## src/rtl/core/bezier_point_evaluator_core_assert.svh

```systemverilog
// ----------------------------------------------------------------------------
// bezier point evaluator assertion macros
// immediate-consequence and next-cycle property checks on the block clock
// ----------------------------------------------------------------------------
`ifndef BEZIER_POINT_EVALUATOR_CORE_ASSERT_SVH
`define BEZIER_POINT_EVALUATOR_CORE_ASSERT_SVH
`ifndef NO_ASSERTIONS
`define BPE_ASSERT_COMB(label, ante, cons) \
    label: assert property (@(posedge i_clk) disable iff (!i_rst_n) (ante) |-> (cons)) \
        else $error("bpe assertion failed");
`define BPE_ASSERT_NEXT(label, ante, cons) \
    label: assert property (@(posedge i_clk) disable iff (!i_rst_n) (ante) |=> (cons)) \
        else $error("bpe assertion failed");
`else
`define BPE_ASSERT_COMB(label, ante, cons)
`define BPE_ASSERT_NEXT(label, ante, cons)
`endif
`endif

```

## src/rtl/core/bpe_pkg.sv

```systemverilog
// ----------------------------------------------------------------------------
// bpe_pkg
// shared types, register codes and the bernstein basis table
// ----------------------------------------------------------------------------
package bpe_pkg;

    localparam int COORD_W    = 32;
    localparam int NUM_PTS    = 6;
    localparam int TAB_DEG    = 5;
    localparam int DEG_W      = 3;
    localparam int CFG_ADDR_W = 6;
    localparam int CFG_DATA_W = 64;
    localparam int CFG_IDX_W  = 3;

    localparam logic [CFG_IDX_W-1:0] REG_DEGREE     = 3'd0;
    localparam logic [CFG_IDX_W-1:0] REG_POINT_ZERO = 3'd1;

    localparam logic [DEG_W-1:0] DEGREE_RESET = 3'd1;

    typedef logic signed [7:0] t_coef;

    typedef struct packed {
        logic signed [COORD_W-1:0] x;
        logic signed [COORD_W-1:0] y;
    } t_point;

    // indexed [degree-1][power][point]
    localparam t_coef BASIS [TAB_DEG][NUM_PTS][NUM_PTS] = '{
        '{
            '{  8'sd1,   8'sd0,   8'sd0,   8'sd0,   8'sd0,   8'sd0 },
            '{ -8'sd1,   8'sd1,   8'sd0,   8'sd0,   8'sd0,   8'sd0 },
            '{  8'sd0,   8'sd0,   8'sd0,   8'sd0,   8'sd0,   8'sd0 },
            '{  8'sd0,   8'sd0,   8'sd0,   8'sd0,   8'sd0,   8'sd0 },
            '{  8'sd0,   8'sd0,   8'sd0,   8'sd0,   8'sd0,   8'sd0 },
            '{  8'sd0,   8'sd0,   8'sd0,   8'sd0,   8'sd0,   8'sd0 }
        },
        '{
            '{  8'sd1,   8'sd0,   8'sd0,   8'sd0,   8'sd0,   8'sd0 },
            '{ -8'sd2,   8'sd2,   8'sd0,   8'sd0,   8'sd0,   8'sd0 },
            '{  8'sd1,  -8'sd2,   8'sd1,   8'sd0,   8'sd0,   8'sd0 },
            '{  8'sd0,   8'sd0,   8'sd0,   8'sd0,   8'sd0,   8'sd0 },
            '{  8'sd0,   8'sd0,   8'sd0,   8'sd0,   8'sd0,   8'sd0 },
            '{  8'sd0,   8'sd0,   8'sd0,   8'sd0,   8'sd0,   8'sd0 }
        },
        '{
            '{  8'sd1,   8'sd0,   8'sd0,   8'sd0,   8'sd0,   8'sd0 },
            '{ -8'sd3,   8'sd3,   8'sd0,   8'sd0,   8'sd0,   8'sd0 },
            '{  8'sd3,  -8'sd6,   8'sd3,   8'sd0,   8'sd0,   8'sd0 },
            '{ -8'sd1,   8'sd3,  -8'sd3,   8'sd1,   8'sd0,   8'sd0 },
            '{  8'sd0,   8'sd0,   8'sd0,   8'sd0,   8'sd0,   8'sd0 },
            '{  8'sd0,   8'sd0,   8'sd0,   8'sd0,   8'sd0,   8'sd0 }
        },
        '{
            '{  8'sd1,   8'sd0,   8'sd0,   8'sd0,   8'sd0,   8'sd0 },
            '{ -8'sd4,   8'sd4,   8'sd0,   8'sd0,   8'sd0,   8'sd0 },
            '{  8'sd6, -8'sd12,   8'sd6,   8'sd0,   8'sd0,   8'sd0 },
            '{ -8'sd4,  8'sd12, -8'sd12,   8'sd4,   8'sd0,   8'sd0 },
            '{  8'sd1,  -8'sd4,   8'sd6,  -8'sd4,   8'sd1,   8'sd0 },
            '{  8'sd0,   8'sd0,   8'sd0,   8'sd0,   8'sd0,   8'sd0 }
        },
        '{
            '{  8'sd1,   8'sd0,   8'sd0,   8'sd0,   8'sd0,   8'sd0 },
            '{ -8'sd5,   8'sd5,   8'sd0,   8'sd0,   8'sd0,   8'sd0 },
            '{ 8'sd10, -8'sd20,  8'sd10,   8'sd0,   8'sd0,   8'sd0 },
            '{-8'sd10,  8'sd30, -8'sd30,  8'sd10,   8'sd0,   8'sd0 },
            '{  8'sd5, -8'sd20,  8'sd30, -8'sd20,   8'sd5,   8'sd0 },
            '{ -8'sd1,   8'sd5, -8'sd10,  8'sd10,  -8'sd5,   8'sd1 }
        }
    };

    // zero maps to one, anything above the build limit maps to the limit
    function automatic logic [DEG_W-1:0] clamp_degree(input logic [DEG_W-1:0] deg,
                                                       input logic [DEG_W-1:0] max_deg);
        logic [DEG_W-1:0] d;
        d = deg;
        if (d == '0) begin
            d = DEG_W'(1);
        end
        if (d > max_deg) begin
            d = max_deg;
        end
        return d;
    endfunction

endpackage

```

## src/rtl/core/bpe_powers.sv

```systemverilog
// ----------------------------------------------------------------------------
// bpe_powers
// pipelined power chain 1, t, t^2 .. t^n, one rounded multiply per stage after the first stage
// ----------------------------------------------------------------------------
`include "bezier_point_evaluator_core_assert.svh"

module bpe_powers
    import bpe_pkg::*;
#(
    parameter int MAX_DEGREE    = 5,
    parameter int FRACTION_BITS = 16
) (
    input  logic                     i_clk,
    input  logic                     i_rst_n,
    input  logic                     i_up_valid,
    output logic                     o_up_ready,
    input  logic [FRACTION_BITS:0]   i_t,
    output logic                     o_dn_valid,
    input  logic                     i_dn_ready,
    output logic [FRACTION_BITS:0]   o_pw [MAX_DEGREE+1]
);

    localparam int T_W = FRACTION_BITS + 1;
    localparam int P_W = 2 * T_W;
    localparam int NS  = MAX_DEGREE;
    localparam logic [T_W-1:0] ONE  = {1'b1, {FRACTION_BITS{1'b0}}};
    localparam logic [P_W-1:0] HALF = P_W'(1) << (FRACTION_BITS - 1);

    logic [NS-1:0]  r_v;
    logic [NS:0]    go;
    logic [NS-1:0]  vin;
    logic [T_W-1:0] t_sat;
    logic [P_W-1:0] prod [NS];
    logic [T_W-1:0] r_t  [NS];
    logic [T_W-1:0] r_pw [NS][MAX_DEGREE+1];

    assign t_sat = (i_t > ONE) ? ONE : i_t;

    always_comb begin
        go[NS] = i_dn_ready;
        for (int k = NS - 1; k >= 0; k--) begin
            go[k] = !r_v[k] || go[k+1];
        end
        vin[0] = i_up_valid;
        for (int k = 1; k < NS; k++) begin
            vin[k] = r_v[k-1];
        end
        prod[0] = '0;
        for (int k = 1; k < NS; k++) begin
            prod[k] = P_W'(r_pw[k-1][k]) * P_W'(r_t[k-1]) + HALF;
        end
    end

    always_ff @(posedge i_clk) begin
        if (!i_rst_n) begin
            r_v <= '0;
        end else begin
            for (int k = 0; k < NS; k++) begin
                if (go[k]) begin
                    r_v[k] <= vin[k];
                end
            end
        end
    end

    always_ff @(posedge i_clk) begin
        if (go[0]) begin
            r_t[0]     <= t_sat;
            r_pw[0][0] <= ONE;
            r_pw[0][1] <= t_sat;
        end
        for (int k = 1; k < NS; k++) begin
            if (go[k]) begin
                r_t[k] <= r_t[k-1];
                for (int i = 0; i <= MAX_DEGREE; i++) begin
                    if (i <= k) begin
                        r_pw[k][i] <= r_pw[k-1][i];
                    end
                end
                r_pw[k][k+1] <= prod[k][FRACTION_BITS +: T_W];
            end
        end
    end

    assign o_up_ready = go[0];
    assign o_dn_valid = r_v[NS-1];
    assign o_pw       = r_pw[NS-1];

    `BPE_ASSERT_NEXT(a_pw_accept, i_up_valid && go[0], r_v[0])
    `BPE_ASSERT_COMB(a_pw_order, o_dn_valid, (o_pw[0] == ONE) && (o_pw[MAX_DEGREE] <= o_pw[1]))

endmodule

```

## config.mk

```make
export PLATFORM = sky130hd
export DESIGN_NAME = bpe_powers
export DESIGN_NICKNAME = d
export VERILOG_FILES = /design/src/rtl/core/bpe_pkg.sv /design/src/rtl/core/bpe_powers.sv
export VERILOG_INCLUDE_DIRS = /design/src /design/src/rtl/core
export SDC_FILE = /design/constraint.sdc
export NUM_CORES = 2
export LEC_CHECK = 0
export BUFFER_PORTS_ARGS = -buffer_cell sky130_fd_sc_hd__buf_2
export CAP_MARGIN = 20
export CORE_UTILIZATION = 40
export DETAILED_ROUTE_END_ITERATION = 8
export PLACE_DENSITY = 0.66
export RECOVER_POWER = 25
export SETUP_SLACK_MARGIN = 0.02
export SYNTH_ARGS = -nofsm -noshare
export SYNTH_HDL_FRONTEND = slang
export SYNTH_SLANG_ARGS = --single-unit
```

## constraint.sdc

```tcl
create_clock -name i_clk -period 7.2 [get_ports i_clk]
set_clock_uncertainty 0.05 [all_clocks]
set_input_delay 1.08 -clock i_clk [delete_from_list [all_inputs] [get_ports i_clk]]
set_output_delay 1.08 -clock i_clk [all_outputs]
set_load 0.03 [all_outputs]
```

# ---- After elaboration in Yosys (flattened, before gate mapping)
# Memories as Yosys holds them, arrays and structs flattened.
# Index checks and enable logic that the tools add are counted.
dict set report word_totals {
  ff_bits 5
  in_bits 21
  wordCells 37
  output_inout_bits 104
  ramBits 595
  memories 2
}
dict set report op_classes {
  n_mux 11
  magnitude_cmp 1
  addsub 4
  multipliers 4
  n_reduce_logical 10
}
# memory depth width read_ports rd_clocked_by_memory_dff wr line
set memory_table {}
lappend memory_table {r_pw 5 102 5 0 5 bpe_powers.sv:35} ;# logic [T_W-1:0] r_pw [NS][MAX_DEGREE+1];
lappend memory_table {r_t 5 17 4 0 5 bpe_powers.sv:34} ;# logic [T_W-1:0] r_t [NS];
# operator n
set op_table {}
lappend op_table {{33-bit by 16-bit adder with 33-bit output (second input constant)} 4}
lappend op_table {{17-bit by 17-bit multiplier with 33-bit output} 4}
lappend op_table {{17-bit greater-than comparator (second input constant)} 1}
lappend op_table {{17-bit 2-to-1 mux} 1}
lappend op_table {{1-bit 2-to-1 mux} 10}
lappend op_table {{1-bit logical NOT} 5}
lappend op_table {{1-bit logical OR} 5}

# ---- Depth between registers and ports, before layout
dict set report logic_depth {
  ltp_word 8
  depth_mapped 23
  mapped_depth_nobuf 23
}

# ---- Least setup slack after synthesis
# No wires, ideal clock.
dict set report synth_path {
  path_type {reg2reg}
  from {memory r_t[0][43] (netlist bit)}
  to {memory r_pw[3][30] (netlist bit), data pin}
  setup_slack_ps 1066
  required_ps 6889
  arrival_time_ps 5823
  setup_ps 261
  path_stages_with_launch 24
  n_path_buf 2
  cell_sequence {edfxtp_1 -> clkbuf_1 -> clkbuf_1 -> nand2_1 -> fa_1 -> inv_1 -> fa_1 -> inv_1 -> fa_1 -> inv_1 -> fa_1 -> fa_1 -> inv_1 -> fa_1 -> inv_1 -> ha_1 -> nand4_1 -> or3_1 -> o22a_1 -> o211ai_2 -> a31oi_1 -> o31a_1 -> o21bai_2 -> xor2_1}
}
# element line
set synth_lines {}
lappend synth_lines {{from (decl)} bpe_powers.sv:34}
lappend synth_lines {{to (decl)} bpe_powers.sv:35}

==> impl_metrics.json <==
{
  "post_cts_resize_count": 0,
  "wl_per_cell_um": 16.62,
  "cp_max_fo": 18,
  "hold_viol": 0,
  "r2r-end": "r_pw[4][11]",
  "crit_type": "register to register",
  "grt_pass1_vias": 31110,
  "synth_seq_cells": 260,
  "clock.fmax_ghz": 0.1482,
  "postCtsSetupBuffers": 0,
  "ys_seq_area_share_pct": 17.84,
  "yosysTopAreaCell": "fa_1",
  "hp-class": "register to register",
  "cts_num_sinks": 260,
  "grt_use_total_pct": 18.35,
  "synth.yosys.warnings": 0,
  "cp.required_ps": 7480,
  "setup_viol": 0,
  "core_area_um2": 107500,
  "dp_hpwl_mm": 77.03,
  "final.setup.tns_ps": 0,
  "r2r_cells": 21,
  "area_growth_pct": 7.508,
  "tritoncts": "built",
  "whs_path_depth": 0,
  "cp-start-kind": "register",
  "vias": 28020,
  "insertion_delay_ps": 590,
  "post-route-drc-count": 0,
  "endpoint_kind": "register",
  "wl_mm": 96.20,
  "period_minus_slack_ps": 6746,
  "top_level_ports": 125,
  "grt_pass1_wl_mm": 163.1,
  "hold_path_end": "r_pw[3][66]",
  "vias_per_cell": 4.842,
  "crit_arrival_ps": 7030,
  "overflow": 0,
  "synthTopCellsByCount": "inv_1 (1085), fa_1 (862), nand2_1 (515), and2_1 (510), ha_1 (448)",
  "hp-start": "r_pw[2][66]",
  "drv_cap": 0,
  "dieArea_um2": 110100,
  "grt_max_degree": 69,
  "rsz0062_at_grt": "no",
  "worst_slew_pin_slew_ps": 1082,
  "synth_cell_types": 63,
  "cts_hold_buf": 0,
  "diodes": 0,
  "cts_buffers": 37,
  "drive_gt1_share_pct": 4.561,
  "cts_root_buffer": "clkbuf_16",
  "rows": 120,
  "yosys_most_used_dff": "edfxtp_1",
  "cts_buffer_depth": 3,
  "synth.area.top_cells": "fa_1 (40%), edfxtp_1 (18%), ha_1 (13%), inv_1 (9.4%), and2_1 (7.3%)",
  "finalNetCount": 5690,
  "drv_slew": 0,
  "die_x_um": 331.8,
  "syn_inst": 4289,
  "drt_iter0_drc": 1222,
  "slew_headroom_pct": 27.88,
  "antenna_violating_nets_post_route": 0,
  "fin_crit_sh_pct": 93.69,
  "start_util_pct": 40.46,
  "rrSetupSlack_ps": 450,
  "avgSynthCellArea_um2": 10.14,
  "holdWs_ps": 337.8,
  "synth_edf_count": 255,
  "regToRegStartpoint": "r_pw[3][23]",
  "async_flop_share_pct": 0,
  "place.gp.congestion": 0.8544,
  "drtPass1Iterations": 5,
  "syn_area_um2": 43500,
  "die_y_um": 331.8,
  "clk_pin_slew_ps": 60,
  "yosysMostFrequentCell": "inv_1",
  "synth_top_area_share_pct": 39.67,
  "portBuffers": 107,
  "antenna_found_initial": 0,
  "htreeDepth": 2,
  "status": "finished clean"
}
kinds of logic after synthesis:
family                     share of synthesized area [%]
adders and majority gates                          52.56
buffers and inverters                              10.76
and+or+nand+nor                                    13.84
DFF                                                17.84
AOI/OAI and AO/OA                                  3.225
xor gates and xnor gates                           1.732
other                                            0.01727
muxes                                            0.02589
placed cells by master (no fill, tap or decap), types with 16 or more instances in the layout:
cell type / n
a21oi_1: 68
nand2_1: 514
buf_2: 106
o21ai_0: 27
a21o_1: 33
clkbuf_1: 37
fa_1: 862
nor2_1: 46
nor3_1: 16
xnor2_1: 59
clkbuf_16: 37
and2_1: 510
ha_1: 448
inv_1: 1083
conb_1: 17
edfxtp_1: 255
nor2b_1: 33
buf_4: 21
xor2_1: 27
routing by layer:
layer | up-vias | share of wire (%) | global-route usage [%]
li1 | 12940 | - | -
met1 | 14310 | 44 | 24.35
met2 | 644 | 49 | 32.00
met3 | 127 | 4.4 | 1.915
met4 | 0 | 2.1 | 4.621
met5 | - | 0 | 0
critical path, stage by stage, from the launching register on:
cell	delay [ps]
edfxtp_1	770
nand2_1	220
fa_1	600
inv_1	70
fa_1	500
inv_1	50
fa_1	520
inv_1	60
fa_1	460
fa_1	490
inv_1	50
fa_1	480
inv_1	40
ha_1	300
nand4_1	110
nor4_1	70
a22oi_1	450
o211ai_1	250
o21a_1	290
a221o_1	360
a21oi_1	190
xnor2_1	90
sequential cells by signal, summed over array words and instances (netlist names):
signal,cells
r_pw,205
r_t,50
r_v,5
area by class of cell:
class / instances / area [um^2]
clock buffers: 40 / 937.1
clock inverters: 25 / 299.0
fillers: 10240 / 60740
inverters: 1085 / 4075
multi-input cells: 2814 / 31120
flip-flops and latches: 260 / 7757
well taps: 1403 / 1755
repair buffers: 161 / 815.8
metrics by stage:
stage / worst slack, ps / utilization [%] / cells / area (um^2)
3_3_place_gp: 663.6 / 42.46 / 5723 / 45650
5_1_grt: 90.75 / 43.50 / 5788 / 46760
3_5_place_dp: 489.0 / 42.46 / 5723 / 45650
4_1_cts: 467.9 / 43.61 / 5788 / 46890
2_1_floorplan: 1066 / - / 4304 / 43550
6_report: 454.2 / 43.50 / 5788 / 46760
worst max-delay path by stage:
stage / slack [ps] / cells after the start / from / to
floorplan: 1070 / 23 / r_t[0][43] / r_pw[3][30]
global placement: 660 / 19 / r_t[0][54] / r_pw[4][11]
detailed placement: 490 / 21 / r_pw[3][23] / r_pw[4][11]
CTS: 470 / 21 / r_pw[3][23] / r_pw[4][11]
global route: 90 / 22 / r_pw[0][72] / r_pw[1][67]
finish: 450 / 21 / r_pw[3][23] / r_pw[4][11]
Power is left out: the tool's default activity adds up to more than one toggle a clock period on the data nets, which glitch-free logic cannot reach.
