[config.mk]
export PLATFORM = sky130hd
export DESIGN_NAME = bpe_regs
export DESIGN_NICKNAME = d
export VERILOG_FILES = /design/src/rtl/core/bezier_point_evaluator_core_assert.svh /design/src/rtl/core/bpe_pkg.sv /design/src/rtl/core/bpe_regs.sv
export SDC_FILE = /design/constraint.sdc
export NUM_CORES = 1
export LEC_CHECK = 0
export BUFFER_PORTS_ARGS = -buffer_cell sky130_fd_sc_hd__buf_2
export CAP_MARGIN = 20
export CORE_UTILIZATION = 30
export DETAILED_ROUTE_END_ITERATION = 6
export GPL_ROUTABILITY_DRIVEN = 0
export PLACE_DENSITY = 0.56
export SETUP_SLACK_MARGIN = 0.5
export SLEW_MARGIN = 20
export SYNTH_ARGS = -nofsm -noshare
export SYNTH_HDL_FRONTEND = slang
export SYNTH_SLANG_ARGS = --single-unit
[constraint.sdc]
create_clock -name i_clk -period 2.7 [get_ports i_clk]
set_clock_uncertainty 0.05 [all_clocks]
set_input_delay 0.54 -clock i_clk [delete_from_list [all_inputs] [get_ports i_clk]]
set_output_delay 0.54 -clock i_clk [all_outputs]
set_load 0.01 [all_outputs]
[src/rtl/core/bezier_point_evaluator_core_assert.svh]
// ----------------------------------------------------------------------------
// bezier point evaluator assertion macros
// immediate-consequence and next-cycle property checks on the block clock
// ----------------------------------------------------------------------------
`ifndef BEZIER_POINT_EVALUATOR_CORE_ASSERT_SVH
`define BEZIER_POINT_EVALUATOR_CORE_ASSERT_SVH
`ifndef NO_ASSERTIONS
`define BPE_ASSERT_COMB(label, ante, cons) \
    label: assert property (@(posedge i_clk) disable iff (!i_rst_n) (ante) |-> (cons)) \
        else $error("bpe assertion failed");
`define BPE_ASSERT_NEXT(label, ante, cons) \
    label: assert property (@(posedge i_clk) disable iff (!i_rst_n) (ante) |=> (cons)) \
        else $error("bpe assertion failed");
`else
`define BPE_ASSERT_COMB(label, ante, cons)
`define BPE_ASSERT_NEXT(label, ante, cons)
`endif
`endif

[src/rtl/core/bpe_pkg.sv]
// ----------------------------------------------------------------------------
// bpe_pkg
// shared types, register codes and the bernstein basis table
// ----------------------------------------------------------------------------
package bpe_pkg;

    localparam int COORD_W    = 32;
    localparam int NUM_PTS    = 6;
    localparam int TAB_DEG    = 5;
    localparam int DEG_W      = 3;
    localparam int CFG_ADDR_W = 6;
    localparam int CFG_DATA_W = 64;
    localparam int CFG_IDX_W  = 3;

    localparam logic [CFG_IDX_W-1:0] REG_DEGREE     = 3'd0;
    localparam logic [CFG_IDX_W-1:0] REG_POINT_ZERO = 3'd1;

    localparam logic [DEG_W-1:0] DEGREE_RESET = 3'd1;

    typedef logic signed [7:0] t_coef;

    typedef struct packed {
        logic signed [COORD_W-1:0] x;
        logic signed [COORD_W-1:0] y;
    } t_point;

    // indexed [degree-1][power][point]
    localparam t_coef BASIS [TAB_DEG][NUM_PTS][NUM_PTS] = '{
        '{
            '{  8'sd1,   8'sd0,   8'sd0,   8'sd0,   8'sd0,   8'sd0 },
            '{ -8'sd1,   8'sd1,   8'sd0,   8'sd0,   8'sd0,   8'sd0 },
            '{  8'sd0,   8'sd0,   8'sd0,   8'sd0,   8'sd0,   8'sd0 },
            '{  8'sd0,   8'sd0,   8'sd0,   8'sd0,   8'sd0,   8'sd0 },
            '{  8'sd0,   8'sd0,   8'sd0,   8'sd0,   8'sd0,   8'sd0 },
            '{  8'sd0,   8'sd0,   8'sd0,   8'sd0,   8'sd0,   8'sd0 }
        },
        '{
            '{  8'sd1,   8'sd0,   8'sd0,   8'sd0,   8'sd0,   8'sd0 },
            '{ -8'sd2,   8'sd2,   8'sd0,   8'sd0,   8'sd0,   8'sd0 },
            '{  8'sd1,  -8'sd2,   8'sd1,   8'sd0,   8'sd0,   8'sd0 },
            '{  8'sd0,   8'sd0,   8'sd0,   8'sd0,   8'sd0,   8'sd0 },
            '{  8'sd0,   8'sd0,   8'sd0,   8'sd0,   8'sd0,   8'sd0 },
            '{  8'sd0,   8'sd0,   8'sd0,   8'sd0,   8'sd0,   8'sd0 }
        },
        '{
            '{  8'sd1,   8'sd0,   8'sd0,   8'sd0,   8'sd0,   8'sd0 },
            '{ -8'sd3,   8'sd3,   8'sd0,   8'sd0,   8'sd0,   8'sd0 },
            '{  8'sd3,  -8'sd6,   8'sd3,   8'sd0,   8'sd0,   8'sd0 },
            '{ -8'sd1,   8'sd3,  -8'sd3,   8'sd1,   8'sd0,   8'sd0 },
            '{  8'sd0,   8'sd0,   8'sd0,   8'sd0,   8'sd0,   8'sd0 },
            '{  8'sd0,   8'sd0,   8'sd0,   8'sd0,   8'sd0,   8'sd0 }
        },
        '{
            '{  8'sd1,   8'sd0,   8'sd0,   8'sd0,   8'sd0,   8'sd0 },
            '{ -8'sd4,   8'sd4,   8'sd0,   8'sd0,   8'sd0,   8'sd0 },
            '{  8'sd6, -8'sd12,   8'sd6,   8'sd0,   8'sd0,   8'sd0 },
            '{ -8'sd4,  8'sd12, -8'sd12,   8'sd4,   8'sd0,   8'sd0 },
            '{  8'sd1,  -8'sd4,   8'sd6,  -8'sd4,   8'sd1,   8'sd0 },
            '{  8'sd0,   8'sd0,   8'sd0,   8'sd0,   8'sd0,   8'sd0 }
        },
        '{
            '{  8'sd1,   8'sd0,   8'sd0,   8'sd0,   8'sd0,   8'sd0 },
            '{ -8'sd5,   8'sd5,   8'sd0,   8'sd0,   8'sd0,   8'sd0 },
            '{ 8'sd10, -8'sd20,  8'sd10,   8'sd0,   8'sd0,   8'sd0 },
            '{-8'sd10,  8'sd30, -8'sd30,  8'sd10,   8'sd0,   8'sd0 },
            '{  8'sd5, -8'sd20,  8'sd30, -8'sd20,   8'sd5,   8'sd0 },
            '{ -8'sd1,   8'sd5, -8'sd10,  8'sd10,  -8'sd5,   8'sd1 }
        }
    };

    // zero maps to one, anything above the build limit maps to the limit
    function automatic logic [DEG_W-1:0] clamp_degree(input logic [DEG_W-1:0] deg,
                                                       input logic [DEG_W-1:0] max_deg);
        logic [DEG_W-1:0] d;
        d = deg;
        if (d == '0) begin
            d = DEG_W'(1);
        end
        if (d > max_deg) begin
            d = max_deg;
        end
        return d;
    endfunction

endpackage

[src/rtl/core/bpe_regs.sv]
// ----------------------------------------------------------------------------
// bpe_regs
// apb register file holding the curve degree and the control points
// ----------------------------------------------------------------------------
module bpe_regs
    import bpe_pkg::*;
#(
    parameter int MAX_DEGREE = 5
) (
    input  logic                  i_clk,
    input  logic                  i_rst_n,
    input  logic                  i_psel,
    input  logic                  i_penable,
    input  logic                  i_pwrite,
    input  logic [CFG_ADDR_W-1:0] i_paddr,
    input  logic [CFG_DATA_W-1:0] i_pwdata,
    output logic [CFG_DATA_W-1:0] o_prdata,
    output logic                  o_pready,
    output logic [DEG_W-1:0]      o_degree,
    output t_point                o_points [MAX_DEGREE+1]
);

    localparam int NP = MAX_DEGREE + 1;

    logic [CFG_IDX_W-1:0] idx;
    logic                 wr;
    logic [DEG_W-1:0]     r_degree;
    t_point               r_points [NP];

    assign idx      = i_paddr[CFG_ADDR_W-1 -: CFG_IDX_W];
    assign wr       = i_psel && i_penable && i_pwrite;
    assign o_pready = 1'b1;
    assign o_degree = r_degree;
    assign o_points = r_points;

    always_ff @(posedge i_clk) begin
        if (!i_rst_n) begin
            r_degree <= DEGREE_RESET;
            for (int k = 0; k < NP; k++) begin
                r_points[k] <= '0;
            end
        end else if (wr) begin
            if (idx == REG_DEGREE) begin
                r_degree <= i_pwdata[DEG_W-1:0];
            end
            for (int k = 0; k < NP; k++) begin
                if (idx == REG_POINT_ZERO + CFG_IDX_W'(k)) begin
                    r_points[k] <= i_pwdata;
                end
            end
        end
    end

    always_comb begin
        o_prdata = '0;
        if (idx == REG_DEGREE) begin
            o_prdata = CFG_DATA_W'(r_degree);
        end
        for (int k = 0; k < NP; k++) begin
            if (idx == REG_POINT_ZERO + CFG_IDX_W'(k)) begin
                o_prdata = r_points[k];
            end
        end
    end

endmodule

# [After elaboration in Yosys (flattened, before gate mapping)]
# Cells that the tools add are included.
[classes] eq_ne=6 muxes=7 reduce_logical=10
[ops] cell="64-bit two-way mux" n=6
[ops] cell="2-bit AND reduction" n=7
[ops] cell="3-bit equality test (second input constant)" n=3
[ops] cell="3-bit by 2-bit equality test with 1-bit output (second input constant)" n=2
[ops] cell="3-bit by 1-bit equality test with 1-bit output (second input constant)" n=1
[ops] cell="3-bit zero test" n=1
[ops] cell="3-bit two-way mux" n=1
[ops] cell="1-bit logical AND" n=2
[word_totals] ff_bits=387 inputBits=75 output_inout_bits=452 word_cells=36

# [Longest topological paths before layout]
[logic_depth] ltp_word=8 mapped_depth=7

# [Worst setup path after synthesis]
# No wires, ideal clock.
[synth_path] path_type="input port to output port" startpoint="in i_paddr[3]" endpoint="out o_prdata[1]" t_arrival_ns=1.664 required_ns=2.110 path_slack_ns=0.446 cell_stages=6 path_buffers=3 path_cell_list="buf_2 > nand2b_1 > buf_4 > buf_2 > o22ai_1 > a221oi_1"
[synth_between] elab_chain_cells=8
[synth_rtl] item="start, declared" line="bpe_regs.sv:15" source="input logic [CFG_ADDR_W-1:0] i_paddr,"
[synth_rtl] item="3-bit zero test" line="bpe_regs.sv:56" source="if (idx == REG_DEGREE) begin"
[synth_rtl] item="3-bit two-way mux" line="bpe_regs.sv:56"
[synth_rtl] item="64-bit two-way mux (5 in series)" line="bpe_regs.sv:60" source="if (idx == REG_POINT_ZERO + CFG_IDX_W'(k)) begin"
[synth_rtl] item="64-bit two-way mux (*)" line="bpe_regs.sv:60"
[synth_rtl] item="end, declared" line="bpe_regs.sv:17" source="output logic [CFG_DATA_W-1:0] o_prdata,"
# Mark *: on every way between the ends. The rest lies on a longest branch, timed or not.

# [Worst setup path after layout]
[layout_path] startpoint="in i_paddr[4]" endpoint="out o_prdata[22]"
[layout_between] elab_chain_cells=7
[layout_rtl] item="3-bit by 1-bit equality test with 1-bit output" line="bpe_regs.sv:60"
[layout_rtl] item="64-bit two-way mux (5 in series)" line="bpe_regs.sv:60"
[layout_rtl] item="64-bit two-way mux (*)" line="bpe_regs.sv:60"
# Marked as above.

==> impl_results.md <==
* IO Count at ~530
* Worst r2r path cells at 2
* Final period utilization at between 90% and 100%
* GRT Overall Usage at about a quarter
* Post-Synth Simple-Gate Area at approximately 11%
* Cells along the critical path: buf_16 > nor2b_4 > buf_12 > buf_16 > buf_16 > a221oi_4 > a21oi_2 > buf_2
* Comb pwr share at around 13%
* Vias in the first global route at ~19000
* Num rows at just over 90
* Routing usage on met1 at between 30% and 40%
* Antenna violations before repair at 3
* WL final at about 83000 um
* Drt drc at 0
* Rel. slew slack at a little under two fifths
* Synth Area in XOR/XNOR at 0%
* Synth Area in Compound Gates at 33.7%
* Worst-margin pin slew at roughly 940 ps
* Met2 global-route usage at 40.2%
* Die X at around 250 um
* Clk pin slew, worst setup/hold paths at approximately 60 ps
* Sink Count at between 300 and 400
* Switching Fraction at between 20% and 30%
* Commonest non-fill, non-tap cell in the layout: buf_2
* Routing usage on met3 at about 5.3%
* R2R setup slack at 1850 ps
* Max-cap viol count at 0
* Reg2reg start: o_points[312]
* Post-route design area at about 26000 um2
* P&R area growth vs syn at 39.2%
* Post-Syn Nets at 2237
* Reg area at between 7000 and 8000 um2
* Endpoints failing hold at 0
* Critical Path End Type: output port
* Sw Pwr at around 3.6 mW
* Syn Area/Cell at about 8.6 um2
* Adder-Cell Fraction of Synth Area at 0%
* Sequential Power Share at roughly 43%
* Worst setup endpoint: o_prdata[22]
* Most used routing layer: met2
* Yosys cell types at 36
* CP max FO at 7
* Port Buffers at around 520
* Mux cell area share after synthesis at approximately 7.4%
* Initial Utilization at 30.4%
* CP peak stage delay at 360 ps
* Worst Hold Class: in -> reg
* Via count at about 20000
* DIE HEIGHT at approximately 250 um
* Routed wire per std cell at between 20 and 25 um
* Final core utilization at a little over two fifths
* Die area at between 60000 and 70000 um2
* Worst VDD drop at slightly below 0.0004 V
* Multi-input logic area at approximately 11000 um2
* Htree depth at 2
* Critical path buffer and inverter count at 5
* Setup crit start: i_paddr[4]
* TritonRoute pass-1 iters at 6
* Via/cell ratio at between 5 and 6
* Antenna viol nets, final at 0
* Clk_lat worst skew at about 560 ps
* Layout cell share with drive strength beyond 1 at roughly a third
* Critical path type: in -> out
* Pin count of the biggest net entering global routing at 116
* Num CTS Buffers at 45
* Final setup viols at 0
* Starting DRC count in detailed routing at approximately 1700
* CP arrival at 1860 ps
* Data required, critical path at roughly 2100 ps
* Placed inst area at ~22000 um2
* Core Region at a little over 60000 um2
* Fmax at 408 MHz
* Most frequent cells in the layout: 516 x buf_2, 388 x nand3_1, 387 x o21ai_0
* Seq/Total Area, Yosys at roughly two fifths
* Nets at between 2000 and 3000
* RSZ-0062 raised after global routing: true
* Worst reg2reg path endpoint: o_points[312]
* Clock share of power at between 40% and 50%
* Total grt overflow at 0
* Int Pwr at between 10 and 15 mW
* CTS root buf: clkbuf_16
* Synth warnings at 0
* Fillers at 6002
* CTS tree: built
* Area of the mapped netlist at 18700 um2
* Main combinational cell family by area after synthesis: compound AO/OA/AOI/OAI gates
* Largest delay share family, worst path: buffers and inverters
* Cell depth of the worst setup path at 8
* LEAKAGE at approximately 11 nW
* Mapped Cells at about 2200
* PwrDens at between 500 and 600 nW/um2
* Clock buffer depth at 3
* Highest-delay cell along the critical path: a221oi_4
* FF+latch count, synth at between 300 and 400
* DP Wirelength at roughly 50000 um
* Run status: complete, no violations
* Most used cell, CP: buf_16
* CP startpoint kind: input port
* Final Total Pwr at ~14 mW
* Fin Setup TNS at 0 ps
* Hold buffers post-CTS at 0
* Min Tclk post-route at 2450 ps
* First-pass GRT wire length at approximately 120000 um
* Final-report max-slew violation count at 0
-- flip-flops by register name (all words and copies together) (netlist names) --
name and count:
o_points 384, o_degree 3
-- final cells by class --
class	instances	area share (%)
multi-input cells	1503	40.9
flip-flops and latches	387	29.8
repair buffers	684	19.7
clock buffers	66	5.10
well taps	837	4.02
clock inverters	10	0.433
diodes	2	0.0192
-- worst min path at each step --
stage / startpoint / to / depth (start not counted) / slack, ps
after global placement: o_points[334] / o_points[334] / 2 / 420
after global routing: i_pwdata[32] / o_points[288] / 3 / 200
after CTS: i_pwdata[17] / o_points[337] / 3 / 190
after floorplan: o_points[359] / o_points[359] / 2 / 460
after detailed placement: o_points[261] / o_points[261] / 2 / 430
final: i_pwdata[13] / o_points[77] / 3 / 220
-- Yosys cell counts --
master / instances / share of area [%]
nand2_2: 1 / 0.033
and3b_1: 1 / 0.047
o21a_1: 1 / 0.040
and4_1: 1 / 0.047
a21boi_1: 248 / 10
or2_1: 1 / 0.033
nand3b_1: 1 / 0.040
nand4b_2: 1 / 0.080
mux2_1: 20 / 1.2
a21oi_1: 61 / 1.6
a2111oi_0: 2 / 0.094
and4b_1: 3 / 0.16
buf_1: 9 / 0.18
clkbuf_1: 168 / 3.4
nand2b_1: 4 / 0.13
o21bai_1: 2 / 0.080
mux4_2: 1 / 0.12
nor2_2: 1 / 0.033
dfxtp_1: 387 / 41
buf_6: 2 / 0.12
o21ai_0: 387 / 10
mux2_2: 45 / 2.7
buf_4: 14 / 0.56
mux2i_1: 62 / 3.3
a21boi_0: 138 / 5.5
o211ai_1: 1 / 0.040
buf_2: 79 / 2.1
nand3_1: 388 / 10
a2bb2oi_1: 61 / 2.9
conb_1: 1 / 0.020
o22ai_1: 2 / 0.067
a221oi_1: 63 / 3.0
and2_1: 1 / 0.033
a211oi_1: 2 / 0.080
nand4_1: 1 / 0.033
nor2b_1: 2 / 0.067
-- what timing repair did --
item | 4_1_cts | 5_1_grt
pin swaps | 13 | 64
buffers inserted | 42 | 11
setup endpoints to repair | 64 | 64
cloned | 18 | 5
gates resized for setup | 122 | 74
-- tightest hold or removal path: stages --
cell and delay, ps:
buf_2 140, nand3_1 70, a21boi_1 50
-- per-layer routing --
metal,vias up,part of all wire [%]
li1,8947,-
met1,9873,41
met2,972,47
met3,161,8.1
met4,0,3.0
met5,-,0
-- power by group through the flow --
stage	combinational [mW]	sequential, mW	clock (mW)
after CTS	1.62	5.79	6.16
final	1.72	5.79	6.08
after floorplan	0.697	5.92	0
after global routing	1.80	5.79	6.40
after global placement	1.32	5.91	0
after detailed placement	1.33	5.91	0
-- cells by family (layout without fill, tap and decap cells) --
| group | after synthesis | in the layout |
|---|---|---|
| and+or+nand+nor | 406 | 406 |
| DFF | 387 | 387 |
| other | 1 | 3 |
| AOI/OAI and AO/OA | 968 | 968 |
| buffers and inverters | 272 | 760 |
| muxes | 128 | 128 |
-- metrics by stage --
step	hold WS, ps	worst slack, ps	std cells
floorplan	455	496	2162
global placement	420	37.2	3335
detailed placement	429	31.8	3335
CTS	190	260	3471
global route	202	211	3489
finish	219	249	3489
(Power assumes the default switching activity.)
